<file path="src/design/arw_pkg.sv">
// package for the adaptive roulette wheel selector
// holds payload structs, code enums, reset constants and the sequencer states
// no dependencies
`default_nettype none

package arw_pkg;

    // default number of operators
    localparam int MAX_OPS_DEF = 8;

    // weight format, unsigned q1.15
    localparam int          W_W     = 16;
    localparam logic [15:0] ONE_Q15 = 16'd32768;

    // register reset values
    localparam logic [3:0]  ACTIVE_RST = 4'd8;
    localparam logic [15:0] SMOOTH_RST = 16'd16384;
    localparam logic [15:0] MINW_RST   = 16'd328;

    // configuration port widths
    localparam int CFG_IDX_W  = 2;
    localparam int CFG_DATA_W = 16;

    // command codes
    typedef enum logic [1:0] {
        ACT_SELECT = 2'd0,
        ACT_SCORE  = 2'd1,
        ACT_UPDATE = 2'd2,
        ACT_NONE   = 2'd3
    } act_e;

    // configuration register indexes
    typedef enum logic [CFG_IDX_W-1:0] {
        CFG_ACTIVE = 2'd0,
        CFG_SMOOTH = 2'd1,
        CFG_MINW   = 2'd2
    } cfg_idx_e;

    // command payload
    typedef struct packed {
        logic [1:0]  action;
        logic [15:0] random_fraction;
        logic [15:0] score;
    } cmd_t;

    // result payload
    typedef struct packed {
        logic [2:0] chosen_id;
        logic       is_selection;
    } res_t;

    // per operator statistics entry
    typedef struct packed {
        logic [31:0] sum;
        logic [15:0] cnt;
    } stat_t;

    // sequencer states
    typedef enum logic [3:0] {
        ST_IDLE,
        ST_SEL_RD,
        ST_SEL_ADD,
        ST_SEL_MUL,
        ST_PICK_RD,
        ST_PICK_CMP,
        ST_SC_RD,
        ST_SC_WR,
        ST_UPD_RD,
        ST_UPD_CHK,
        ST_UPD_DIV,
        ST_UPD_M1,
        ST_UPD_M2,
        ST_UPD_CLAMP,
        ST_UPD_WR,
        ST_FINISH
    } state_t;

endpackage

`default_nettype wire

</file>
<file path="src/design/adaptive_roulette_wheel_selector.sv">
// Adaptive roulette wheel selector, top level.
// Depends on arw_pkg, arw_ram and arw_div.
// Usage: commands enter on cmd (cmd_valid / cmd_stall), one result per command
// leaves on res (res_valid / res_stall). A transfer happens at a clock edge with
// valid high and stall low. cmd_stall is high while a command is being worked.
// Configuration (active count, smoothing, minimum weight) is written through
// cfg_we / cfg_index / cfg_wdata; write it only while the block is idle.
// The block itself does not enforce this. Steps per command:
//   select : a pass summing weights, one multiply, a second pass comparing
//            running sums, all on one memory read port
//   score  : read, saturating add, write
//   update : per operator, a divide by the 32-step serial divider and a blend
//            when it was used, else the minimum weight
//   action code 3: no state change
// The shared 16x32 multiplier serves both select scaling and update blending.
// The result sits in an output register; the next command is accepted while it
// waits. If the receiver stalls and a second result is ready, the sequencer
// holds in its final state until the output register empties.
// Reset: weights read as 1.0, scores and counts as zero through per-entry
// valid bits, so no clearing pass is needed; the block is ready at once.
`default_nettype none

module adaptive_roulette_wheel_selector #(
    parameter int MAX_OPS = arw_pkg::MAX_OPS_DEF
) (
    input  wire logic                              clk,
    input  wire logic                              rst_n,
    input  wire logic                              cmd_valid,
    output logic                                   cmd_stall,
    input  wire arw_pkg::cmd_t                     cmd,
    output logic                                   res_valid,
    input  wire logic                              res_stall,
    output arw_pkg::res_t                          res,
    input  wire logic                              cfg_we,
    input  wire logic [arw_pkg::CFG_IDX_W-1:0]     cfg_index,
    input  wire logic [arw_pkg::CFG_DATA_W-1:0]    cfg_wdata
);

    import arw_pkg::*;

    localparam int ID_W  = $clog2(MAX_OPS);
    localparam int TOT_W = W_W + ID_W;
    localparam int TGT_W = 16 + TOT_W;
    localparam int ST_W  = $bits(stat_t);
    localparam logic [7:0] MAX8 = 8'(MAX_OPS);

    // configuration registers
    logic [3:0]  active_reg;
    logic [15:0] smooth_reg;
    logic [15:0] minw_reg;

    // sequencer and datapath registers
    state_t            state_reg, state_next;
    logic [ID_W-1:0]   k_reg, k_next;
    logic [ID_W-1:0]   nm1_reg, nm1_next;
    logic [ID_W-1:0]   last_reg, last_next;
    logic              sel_reg, sel_next;
    logic [15:0]       rnd_reg, rnd_next;
    logic [15:0]       score_reg, score_next;
    logic [TOT_W-1:0]  total_reg, total_next;
    logic [TOT_W-1:0]  run_reg, run_next;
    logic [TGT_W-1:0]  target_reg, target_next;
    logic [47:0]       acc_reg, acc_next;
    logic [15:0]       old_reg, old_next;
    logic [15:0]       wnew_reg, wnew_next;
    logic [MAX_OPS-1:0] wvld_reg, wvld_next;
    logic [MAX_OPS-1:0] svld_reg, svld_next;
    logic              rd_wvld_reg, rd_svld_reg;
    logic              res_valid_reg, res_valid_next;
    res_t              res_reg, res_next;

    // memory ports
    logic [ID_W-1:0] raddr;
    logic            w_we, s_we;
    logic [15:0]     w_rdata;
    stat_t           s_rdata;
    stat_t           s_wdata;
    logic [15:0]     w_eff;
    stat_t           st_eff;

    // shared multiplier
    logic [15:0] mul_a;
    logic [31:0] mul_b;
    logic [47:0] mul_p;

    // divider
    logic        div_start;
    logic        div_done;
    logic [31:0] div_quo;

    // misc combinational values
    logic [7:0]       n8;
    logic [ID_W-1:0]  nm1_c;
    logic [15:0]      s_eff;
    logic [TOT_W-1:0] run_sum;
    logic [32:0]      sum33;
    logic [32:0]      w33;
    logic [15:0]      wsat;
    logic [ID_W+2:0]  last_ext;
    logic             res_load;

    // configuration write port
    always_ff @(posedge clk or negedge rst_n)
    begin
        if (!rst_n)
        begin
            active_reg <= ACTIVE_RST;
            smooth_reg <= SMOOTH_RST;
            minw_reg   <= MINW_RST;
        end
        else if (cfg_we)
        begin
            unique case (cfg_index)
                CFG_ACTIVE: active_reg <= cfg_wdata[3:0];
                CFG_SMOOTH: smooth_reg <= cfg_wdata;
                CFG_MINW:   minw_reg   <= cfg_wdata;
                default:    ;
            endcase
        end
    end

    // clamp the active count to 1..MAX_OPS, kept as last index
    always_comb
    begin
        n8 = {4'b0, active_reg};
        if (n8 == 8'd0)
        begin
            n8 = 8'd1;
        end
        else if (n8 > MAX8)
        begin
            n8 = MAX8;
        end
    end
    assign nm1_c = ID_W'(n8 - 8'd1);

    // smoothing above one acts as one
    assign s_eff = (smooth_reg > ONE_Q15) ? ONE_Q15 : smooth_reg;

    // memories; entries not yet written read as their reset value
    assign raddr = (state_reg == ST_SC_RD) ? last_reg : k_reg;

    arw_ram #(
        .WIDTH (W_W),
        .DEPTH (MAX_OPS)
    ) u_weight_ram (
        .clk   (clk),
        .we    (w_we),
        .waddr (k_reg),
        .wdata (wnew_reg),
        .raddr (raddr),
        .rdata (w_rdata)
    );

    arw_ram #(
        .WIDTH (ST_W),
        .DEPTH (MAX_OPS)
    ) u_stat_ram (
        .clk   (clk),
        .we    (s_we),
        .waddr (last_reg),
        .wdata (s_wdata),
        .raddr (raddr),
        .rdata (s_rdata)
    );

    assign w_eff  = rd_wvld_reg ? w_rdata : ONE_Q15;
    assign st_eff = rd_svld_reg ? s_rdata : '0;

    // saturating score accumulation
    assign sum33         = {1'b0, st_eff.sum} + {17'b0, score_reg};
    assign s_wdata.sum   = sum33[32] ? 32'hFFFF_FFFF : sum33[31:0];
    assign s_wdata.cnt   = (st_eff.cnt == 16'hFFFF) ? st_eff.cnt : st_eff.cnt + 16'd1;

    // divider for the average score
    arw_div u_div (
        .clk      (clk),
        .rst_n    (rst_n),
        .start    (div_start),
        .dividend (st_eff.sum),
        .divisor  (st_eff.cnt),
        .done     (div_done),
        .quotient (div_quo)
    );

    // multiplier operand selection
    always_comb
    begin
        unique case (state_reg)
            ST_SEL_MUL:
            begin
                mul_a = rnd_reg;
                mul_b = 32'(total_reg);
            end
            ST_UPD_M2:
            begin
                mul_a = ONE_Q15 - s_eff;
                mul_b = {16'b0, old_reg};
            end
            default:
            begin
                mul_a = s_eff;
                mul_b = div_quo;
            end
        endcase
    end
    assign mul_p = mul_a * mul_b;

    // running sum for the pick pass
    assign run_sum = run_reg + TOT_W'(w_eff);

    // blended weight, saturated then clamped below
    assign w33  = acc_reg[47:15];
    assign wsat = (|w33[32:16]) ? 16'hFFFF : w33[15:0];

    // result id is the low three bits of the last choice
    assign last_ext = {3'b0, last_reg};

    // sequencer: next state and datapath controls
    always_comb
    begin
        state_next  = state_reg;
        k_next      = k_reg;
        nm1_next    = nm1_reg;
        last_next   = last_reg;
        sel_next    = sel_reg;
        rnd_next    = rnd_reg;
        score_next  = score_reg;
        total_next  = total_reg;
        run_next    = run_reg;
        target_next = target_reg;
        acc_next    = acc_reg;
        old_next    = old_reg;
        wnew_next   = wnew_reg;
        wvld_next   = wvld_reg;
        svld_next   = svld_reg;
        w_we        = 1'b0;
        s_we        = 1'b0;
        div_start   = 1'b0;
        res_load    = 1'b0;

        unique case (state_reg)
            ST_IDLE:
            begin
                if (cmd_valid)
                begin
                    rnd_next   = cmd.random_fraction;
                    score_next = cmd.score;
                    nm1_next   = nm1_c;
                    k_next     = '0;
                    total_next = '0;
                    run_next   = '0;
                    sel_next   = 1'b0;
                    unique case (cmd.action)
                        ACT_SELECT: state_next = ST_SEL_RD;
                        ACT_SCORE:  state_next = ST_SC_RD;
                        ACT_UPDATE: state_next = ST_UPD_RD;
                        default:    state_next = ST_FINISH;
                    endcase
                end
            end

            // first pass: total of active weights
            ST_SEL_RD:
            begin
                state_next = ST_SEL_ADD;
            end
            ST_SEL_ADD:
            begin
                total_next = total_reg + TOT_W'(w_eff);
                if (k_reg == nm1_reg)
                begin
                    k_next     = '0;
                    state_next = ST_SEL_MUL;
                end
                else
                begin
                    k_next     = k_reg + 1'b1;
                    state_next = ST_SEL_RD;
                end
            end
            ST_SEL_MUL:
            begin
                target_next = mul_p[TGT_W-1:0];
                state_next  = ST_PICK_RD;
            end

            // second pass: first running sum reaching the target
            ST_PICK_RD:
            begin
                state_next = ST_PICK_CMP;
            end
            ST_PICK_CMP:
            begin
                if ((target_reg <= {run_sum, 16'b0}) || (k_reg == nm1_reg))
                begin
                    last_next  = k_reg;
                    sel_next   = 1'b1;
                    state_next = ST_FINISH;
                end
                else
                begin
                    run_next   = run_sum;
                    k_next     = k_reg + 1'b1;
                    state_next = ST_PICK_RD;
                end
            end

            // score accumulation on the last choice
            ST_SC_RD:
            begin
                state_next = ST_SC_WR;
            end
            ST_SC_WR:
            begin
                s_we                = 1'b1;
                svld_next[last_reg] = 1'b1;
                state_next          = ST_FINISH;
            end

            // weight update, one operator per round
            ST_UPD_RD:
            begin
                state_next = ST_UPD_CHK;
            end
            ST_UPD_CHK:
            begin
                old_next = w_eff;
                if (st_eff.cnt == 16'd0)
                begin
                    wnew_next  = minw_reg;
                    state_next = ST_UPD_WR;
                end
                else
                begin
                    div_start  = 1'b1;
                    state_next = ST_UPD_DIV;
                end
            end
            ST_UPD_DIV:
            begin
                if (div_done)
                begin
                    state_next = ST_UPD_M1;
                end
            end
            ST_UPD_M1:
            begin
                acc_next   = mul_p;
                state_next = ST_UPD_M2;
            end
            ST_UPD_M2:
            begin
                acc_next   = acc_reg + mul_p;
                state_next = ST_UPD_CLAMP;
            end
            ST_UPD_CLAMP:
            begin
                wnew_next  = (wsat < minw_reg) ? minw_reg : wsat;
                state_next = ST_UPD_WR;
            end
            ST_UPD_WR:
            begin
                w_we             = 1'b1;
                wvld_next[k_reg] = 1'b1;
                svld_next[k_reg] = 1'b0;
                if (k_reg == nm1_reg)
                begin
                    state_next = ST_FINISH;
                end
                else
                begin
                    k_next     = k_reg + 1'b1;
                    state_next = ST_UPD_RD;
                end
            end

            // hand the result to the output register
            ST_FINISH:
            begin
                if (!res_valid_reg || !res_stall)
                begin
                    res_load   = 1'b1;
                    state_next = ST_IDLE;
                end
            end

            default:
            begin
                state_next = ST_IDLE;
            end
        endcase
    end

    // output register
    always_comb
    begin
        res_next = res_reg;
        if (res_load)
        begin
            res_next.chosen_id    = last_ext[2:0];
            res_next.is_selection = sel_reg;
        end
    end

    always_comb
    begin
        priority if (res_load)
        begin
            res_valid_next = 1'b1;
        end
        else if (!res_stall)
        begin
            res_valid_next = 1'b0;
        end
        else
        begin
            res_valid_next = res_valid_reg;
        end
    end

    // control state
    always_ff @(posedge clk or negedge rst_n)
    begin
        if (!rst_n)
        begin
            state_reg     <= ST_IDLE;
            last_reg      <= '0;
            wvld_reg      <= '0;
            svld_reg      <= '0;
            res_valid_reg <= 1'b0;
            rd_wvld_reg   <= 1'b0;
            rd_svld_reg   <= 1'b0;
        end
        else
        begin
            state_reg     <= state_next;
            last_reg      <= last_next;
            wvld_reg      <= wvld_next;
            svld_reg      <= svld_next;
            res_valid_reg <= res_valid_next;
            rd_wvld_reg   <= wvld_reg[raddr];
            rd_svld_reg   <= svld_reg[raddr];
        end
    end

    // datapath registers
    always_ff @(posedge clk)
    begin
        k_reg      <= k_next;
        nm1_reg    <= nm1_next;
        sel_reg    <= sel_next;
        rnd_reg    <= rnd_next;
        score_reg  <= score_next;
        total_reg  <= total_next;
        run_reg    <= run_next;
        target_reg <= target_next;
        acc_reg    <= acc_next;
        old_reg    <= old_next;
        wnew_reg   <= wnew_next;
        res_reg    <= res_next;
    end

    assign cmd_stall = (state_reg != ST_IDLE);
    assign res_valid = res_valid_reg;
    assign res       = res_reg;

endmodule

`default_nettype wire

</file>
<file path="src/design/arw_ram.sv">
// simple dual port memory, one write port and one registered read port
// no package dependencies
`default_nettype none

module arw_ram #(
    parameter int WIDTH = 16,
    parameter int DEPTH = 8
) (
    input  wire logic                     clk,
    input  wire logic                     we,
    input  wire logic [$clog2(DEPTH)-1:0] waddr,
    input  wire logic [WIDTH-1:0]         wdata,
    input  wire logic [$clog2(DEPTH)-1:0] raddr,
    output logic      [WIDTH-1:0]         rdata
);

    logic [WIDTH-1:0] mem [DEPTH];

    // write port
    always_ff @(posedge clk)
    begin
        if (we)
        begin
            mem[waddr] <= wdata;
        end
    end

    // registered read port
    always_ff @(posedge clk)
    begin
        rdata <= mem[raddr];
    end

endmodule

`default_nettype wire

</file>
<file path="src/design/arw_div.sv">
// radix-2 restoring divider, 32-bit dividend by 16-bit divisor, one bit per cycle
// no package dependencies
`default_nettype none

module arw_div (
    input  wire logic        clk,
    input  wire logic        rst_n,
    input  wire logic        start,
    input  wire logic [31:0] dividend,
    input  wire logic [15:0] divisor,
    output logic             done,
    output logic [31:0]      quotient
);

    localparam int          STEPS = 32;
    localparam int          CNT_W = $clog2(STEPS);
    localparam logic [CNT_W-1:0] LAST_STEP = CNT_W'(STEPS - 1);

    logic             busy_reg, busy_next;
    logic             done_reg, done_next;
    logic [CNT_W-1:0] cnt_reg, cnt_next;
    logic [15:0]      rem_reg, rem_next;
    logic [31:0]      quo_reg, quo_next;
    logic [15:0]      dsr_reg, dsr_next;
    logic [16:0]      trial;
    logic [16:0]      diff;
    logic             fits;

    // one trial subtraction per cycle
    assign trial = {rem_reg, quo_reg[31]};
    assign diff  = trial - {1'b0, dsr_reg};
    assign fits  = trial >= {1'b0, dsr_reg};

    always_comb
    begin
        busy_next = busy_reg;
        done_next = 1'b0;
        cnt_next  = cnt_reg;
        rem_next  = rem_reg;
        quo_next  = quo_reg;
        dsr_next  = dsr_reg;
        if (start)
        begin
            busy_next = 1'b1;
            cnt_next  = '0;
            rem_next  = '0;
            quo_next  = dividend;
            dsr_next  = divisor;
        end
        else if (busy_reg)
        begin
            rem_next = fits ? diff[15:0] : trial[15:0];
            quo_next = {quo_reg[30:0], fits};
            cnt_next = cnt_reg + 1'b1;
            if (cnt_reg == LAST_STEP)
            begin
                busy_next = 1'b0;
                done_next = 1'b1;
            end
        end
    end

    // control state
    always_ff @(posedge clk or negedge rst_n)
    begin
        if (!rst_n)
        begin
            busy_reg <= 1'b0;
            done_reg <= 1'b0;
            cnt_reg  <= '0;
        end
        else
        begin
            busy_reg <= busy_next;
            done_reg <= done_next;
            cnt_reg  <= cnt_next;
        end
    end

    // datapath
    always_ff @(posedge clk)
    begin
        rem_reg <= rem_next;
        quo_reg <= quo_next;
        dsr_reg <= dsr_next;
    end

    assign done     = done_reg;
    assign quotient = quo_reg;

endmodule

`default_nettype wire

</file>
<file path="config.mk">
export PLATFORM = sky130hd
export DESIGN_NAME = adaptive_roulette_wheel_selector
export DESIGN_NICKNAME = d
export VERILOG_FILES = /design/src/design/arw_pkg.sv /design/src/design/adaptive_roulette_wheel_selector.sv /design/src/design/arw_ram.sv /design/src/design/arw_div.sv
export SDC_FILE = /design/constraint.sdc
export NUM_CORES = 2
export LEC_CHECK = 0
export CAP_MARGIN = 10
export CORE_UTILIZATION = 55
export CTS_BUF_LIST = sky130_fd_sc_hd__clkbuf_2 sky130_fd_sc_hd__clkbuf_4 sky130_fd_sc_hd__clkbuf_8
export DETAILED_ROUTE_END_ITERATION = 16
export DONT_BUFFER_PORTS = 1
export HOLD_SLACK_MARGIN = 0.03
export PLACE_DENSITY = 0.66
export SETUP_SLACK_MARGIN = 0.3
export SYNTH_ARGS = -nofsm -noshare
export SYNTH_HDL_FRONTEND = slang
export SYNTH_SLANG_ARGS = --single-unit
</file>
<file path="constraint.sdc">
create_clock -name clk -period 13.5 [get_ports clk]
set_input_delay 2.7 -clock clk [delete_from_list [all_inputs] [get_ports clk]]
set_output_delay 2.7 -clock clk [all_outputs]
set_load 0.02 [all_outputs]
</file>
Word level (Yosys, flattened, before mapping)
Memories as Yosys holds them, arrays and structs flattened. A register that Yosys moved wholly into a read port is not among the register bits.
Index checks and enable logic that the tools add are counted.

storage, ports and cells
  word-level logic and storage cells = 185
  output and inout port bits = 6
  memories kept = 2
  bits in writable memories = 512
  bits of input ports = 57
  flip-flop bits (word level) = 329

memory list
  memory            words  width  rd ports  clocked after memory_dff  wr ports  RTL line       source
  u_stat_ram.mem    8      48     1         1                         1         arw_ram.sv:17  logic [WIDTH-1:0] mem [DEPTH];
  u_weight_ram.mem  8      16     1         1                         1         arw_ram.sv:17

cells by class
  order comparisons = 10
  $add $sub $neg = 10
  bitwise logic cells = 4
  eq/ne operators = 30
  reductions and logical operators = 31
  multiply operators = 1
  mux-type cells = 68

operator list
  cell                     count
  $mux W16                 7
  $mux W32                 3
  $pmux W48 S2             1
  $pmux W19 S2             2
  $pmux W16 S2             2
  $pmux W32 S2             1
  $pmux W4 S16             1
  $add A48 B48 Y48         1
  $mul A16 B32 Y48         1
  $mux W48                 1
  $add A19 B16 Y19         2
  $mux W19                 2
  $le A35 B35 Y1           1
  $add A32 B16 Y33         1
  $eq A4 B4 Y1 const B     8
  $mux W3                  9
  $mux W1                  24
  $ge A17 B16 Y1           1
  $reduce_or A17 Y1        1
  $add A16 B1 Y16 const B  1
  $eq A16 B16 Y1 const B   1
  $eq A4 B3 Y1 const B     4
  $gt A16 B16 Y1 const B   1
  $logic_not A16 Y1        1
  other kinds (39)         77

Depth between registers and ports, before layout
  depth after elaboration = 7
  mapped depth = 48

Hierarchy
From an unflattened synthesis, not the netlist that was laid out.

unflattened totals
  cells, all modules = 4,956
  area total of the unflattened synthesis = 58,678.8 µm²

modules (own cells, without submodules)
  module                            seq. area each (µm²)  instances  cells each  area an instance (µm²)
  adaptive_roulette_wheel_selector  7,443.4               1          3,783       33,809.9
  arw_ram at u_stat_ram             12,492.0              1          616         15,620.0
  arw_ram at u_weight_ram           4,164.0               1          214         5,293.8
  arw_div                           1,936.9               1          343         3,955.0

Least setup slack after synthesis
Ideal clock, no wire load.

  kind = reg2reg
  start = register state_reg[3]
  end = register acc_reg[41], data pin
  required time = 13.240 ns
  clock period less this slack = 10.571 ns
  setup slack = 2.929 ns
  arrival = 10.311 ns
  stages on the path, launching flop included = 40
  path through = dfrtp_1 -> buf_2 -> nor2_1 -> nand3_1 -> inv_1 -> clkbuf_1 -> clkbuf_1 -> nand2_1 -> o21ai_1 -> clkbuf_1 -> nand2_1 -> fa_1 -> inv_1 -> fa_1 -> fa_1 -> inv_1 -> fa_1 -> fa_1 -> [4 not listed] -> and4_1 -> o21ai_0 -> or2_2 -> o21ai_1 -> a31oi_1 -> o21ai_0 -> a21oi_1 -> xnor2_1 -> ha_1 -> clkbuf_1 -> a21o_1 -> a21oi_1 -> or3b_2 -> o221ai_1 -> o21ai_0 -> a21oi_1 -> xnor2_1 -> mux2_2

between the ends
  word-level cells in the longest chain between the ends = 5
  elaborated cells between the ends (all ways) = 8
  those cells by class = 1 x add/sub; 1 x mul; 3 x eq/ne; 3 x mux

ends and longest elaborated chain
  item                                          RTL line                                 source
  start: declaration                            adaptive_roulette_wheel_selector.sv:53   state_t state_reg, state_next;
  start signal: assignment                      adaptive_roulette_wheel_selector.sv:437  state_reg <= state_next;
  $eq A4 B4 Y1 or $eq A4 B2 Y1 (tied branches)  adaptive_roulette_wheel_selector.sv:189  unique case (state_reg)
  $pmux W16 S2 or $pmux W32 S2 (tied branches)  adaptive_roulette_wheel_selector.sv:189
  $mul A16 B32 Y48 (*)                          adaptive_roulette_wheel_selector.sv:207  assign mul_p = mul_a * mul_b;
  net mul_p[30]                                 adaptive_roulette_wheel_selector.sv:84   logic [47:0] mul_p;
  $add A48 B48 Y48 (*)                          adaptive_roulette_wheel_selector.sv:354  acc_next = acc_reg + mul_p;
  $pmux W48 S2 (*)                              adaptive_roulette_wheel_selector.sv:242  unique case (state_reg)
  net acc_next[41]                              adaptive_roulette_wheel_selector.sv:63   logic [47:0] acc_reg, acc_next;
  end signal: assignment                        adaptive_roulette_wheel_selector.sv:458  acc_reg <= acc_next;
  end: declaration                              adaptive_roulette_wheel_selector.sv:63

The timed path passes the listed nets; every way through them passes the cells marked *.
A chain may end at the register's enable or synchronous reset.

Worst setup path in the final report
  start = register smooth_reg[2]
  end = register acc_reg[41], data pin

between the ends
  word-level cells in the longest chain between the ends = 7

ends and longest elaborated chain
  item                      RTL line                                 source
  start: declaration        adaptive_roulette_wheel_selector.sv:49   logic [15:0] smooth_reg;
  start signal: assignment  adaptive_roulette_wheel_selector.sv:115  CFG_SMOOTH: smooth_reg <= cfg_wdata;
  $gt A16 B16 Y1            adaptive_roulette_wheel_selector.sv:138  assign s_eff = (smooth_reg > ONE_Q15) ? ONE_Q15 : smooth_reg;
  $mux W16 (*)              adaptive_roulette_wheel_selector.sv:138
  $sub A16 B16 Y16          adaptive_roulette_wheel_selector.sv:197  mul_a = ONE_Q15 - s_eff;
  $pmux W16 S2 (*)          adaptive_roulette_wheel_selector.sv:189
  $mul A16 B32 Y48 (*)      adaptive_roulette_wheel_selector.sv:207
  net mul_p[27]             adaptive_roulette_wheel_selector.sv:84
  $add A48 B48 Y48 (*)      adaptive_roulette_wheel_selector.sv:354
  $pmux W48 S2 (*)          adaptive_roulette_wheel_selector.sv:242
  net acc_next[41]          adaptive_roulette_wheel_selector.sv:63

Marks and branches as above.

==> qor.txt <==
Worst Tran Pin Value: 1.26 ns
Top-area cell type share of the netlist area: 39.3%
Critical path arrival: 12.77 ns
DR DRC count: 0
Nets: 5650
Worst slew margin: 15.9%
Grt met3 use: 4.52%
Clock sinks: 905
Cell area after synthesis: 57700 um^2
Gpl congestion: 0.983
DIE AREA: 106000 um^2
# rows: 118
Met1 Use GR: 39.8%
Largest net degree at the start of global routing: 70
IO Pins: 63
Worst path required time: 14.07 ns
Final Routed Wirelength: 150000 um
Post-CTS Setup Inserts: 0
Hold path cells: 1
FILL cells: 8407
Flop2flop setup slack: 1.29 ns
Gr busiest metal: met2
Post-synth EDFFs: 756
Hold Crit Start: wvld_reg[0]
CTS hold repair buffers: 0
Period utilisation layout: 90.4%
RR Endpoint: acc_reg[41]
CTS Root Cell: clkbuf_8
# H-tree levels: 4
Core ar.: 104000 um^2
Initial Util: 55.6%
Final hold viol count: 0
Finished Cell Area: 62500 um^2
Seq cells post-synth: 905
Final ANT Viol Nets: 0
Top_reg_cell synth: edfxtp_1
First-pass GRT wire length: 230000 um
Avg Cell Area, Syn: 11.8 um^2
Tot GR Track Use: 28.8%
Fin Clk Skew: 0.0781 ns
Biggest regs: u_stat_ram.mem (384), u_weight_ram.mem (128)
Setup TNS: 0 ns
Vias: 37600
Reg-to-Reg Start: smooth_reg[2]
Vias in the first global route: 38600
Largest reg by FF count: u_stat_ram.mem
Max-slew violations: 0
Status: finished clean
Die height: 326 um
Clock buffer depth: 3
Crit Path Class: reg -> reg
Post-synth top area cell: edfxtp_1
Post-synthesis net count: 5648
Worst min-delay path class: reg -> reg
Max reg flops: 384
Synthesis-to-layout area growth: 8.22%
DP HPWL: 108000 um
Port Buffers: 0
Initial antenna violation count: 7
Period minus WS final: 12.21 ns
Clock Pin Slew Worst Setup and Hold Paths: 0.06 ns
Routed vias/inst: 5.87
Worst Setup Start Kind: register
DR pass1 iterations: 6
YS warnings: 0
R2R depth: 40
DR WL/cell: 23.3 um
Cell mode on critical path: fa_1
Sequential fraction of the synthesis area: 45.1%
Resized Gates After CTS: 0
RSZ-0062 raised after global routing: no
Hold endpoint: wvld_reg[0]
GRT overflow: 0
Share of layout cells above drive strength 1: 13.3%
Largest cells by area after synthesis: edfxtp_1, fa_1, ha_1, mux4_2, nand2_1
Max cap viols: 0
Async set-or-reset flop fraction in the synthesized netlist: 7.62%
Iteration-0 DRC Markers: 3106
M2 GR Usage: 44.9%
Critical-path maximum fanout: 14
CP peak stage delay: 0.95 ns
Clock insertion delay at the later pin of the skew report: 0.88 ns
FMAX: 81.9 MHz
Die X: 326 um
CP endpoint kind: register
Cell area after placement: 59200 um^2
Final setup vio count: 0
Post-Synthesis Cells: 4892
CTS buffer count: 151
Distinct cells, synth: 83
CTS tree: built
Max stage delay cell, worst path: o221ai_1
-- cells by family after synthesis --
logic type | after synthesis | share of synthesized area (%)
buffers and inverters | 775 | 5.10
flip-flops | 905 | 45.1
AND/OR/NAND/NOR | 1382 | 10.8
AO/OA/AOI/OAI | 663 | 7.38
adder cells (fa/ha/maj) | 699 | 20.7
multiplexers | 304 | 8.46
XOR/XNOR | 164 | 2.49
-- cell usage in the layout, fill, tap and decap left out, drive strengths merged, types with 37 or more instances in the layout --
| master | n |
|---|---|
| edfxtp | 756 |
| nand2 | 613 |
| inv | 574 |
| fa | 423 |
| nor2 | 314 |
| ha | 276 |
| clkbuf | 229 |
| o21ai | 179 |
| a21oi | 164 |
| mux2 | 149 |
| mux4 | 132 |
| and2 | 117 |
| xnor2 | 96 |
| a21o | 91 |
| dfxtp | 80 |
| nand3 | 71 |
| xor2 | 68 |
| dfrtp | 64 |
| buf | 56 |
| nor3 | 44 |
| clkinv | 42 |
| nor2b | 37 |
-- cells in the mapped netlist, drive strengths merged (24+ instances only) --
master  instances
nor2          314
clkbuf        170
buf            37
nand2         613
dfxtp          80
nand2b         32
o21a           26
dfrtp          64
mux4          132
a21o           91
edfxtp        756
inv           567
nor3           44
nand4          33
o21bai         24
o21ai         179
and2          117
xnor2          96
xor2           68
nand3          71
fa            423
mux2          149
nor2b          37
or3            33
ha            276
a21oi         164
-- worst max-delay path, delay by kind of cell (launching register included) --
kind                       cells  cell delay [ns]
muxes                          1             0.27
adders and majority gates      9             4.08
buffers and inverters          3             0.15
AOI/OAI and AO/OA             13             3.75
and+or+nand+nor               12             2.87
DFF                            1             0.42
xor gates and xnor gates       2             0.36
-- layout make-up --
class	count	area (um^2)	share of cell area (%)
sequential	905	26000	41.7
inverter	568	2130	3.42
antenna	10	25.0	0.0401
clock inverter	53	484	0.775
timing repair buffer	56	420	0.673
clock buffer	229	2750	4.40
tap	1380	1730	2.76
multi-input combinational	3212	28900	46.2
-- through the flow --
stage	hold slack, ns	setup slack, ns	cells	utilization, %
floorplan	0.400	2.93	4892	-
global placement	0.447	1.58	6121	57.0
detailed placement	0.450	1.45	6121	57.0
CTS	0.465	1.43	6403	60.2
global route	0.474	0.578	6413	60.2
finish	0.464	1.29	6413	60.2
-- worst max-delay path by stage --
stage	slack (ns)	endpoint	from	depth (start not counted)
6_report	1.29	acc_reg[41]	smooth_reg[2]	40
5_1_grt	0.58	acc_reg[41]	smooth_reg[2]	40
4_1_cts	1.43	acc_reg[41]	smooth_reg[2]	40
3_5_place_dp	1.45	acc_reg[45]	smooth_reg[2]	40
3_3_place_gp	1.58	acc_reg[45]	smooth_reg[2]	40
2_1_floorplan	2.93	acc_reg[41]	state_reg[3]	39
-- per-layer routing --
metal,wire length [um],up-vias
met1,63700,19000
met4,7050,0
met3,9900,308
li1,-,17000
met5,0,-
met2,69000,1370
Power is left out: the tool's default activity adds up to more than one toggle a clock period on the data nets, which glitch-free logic cannot reach.
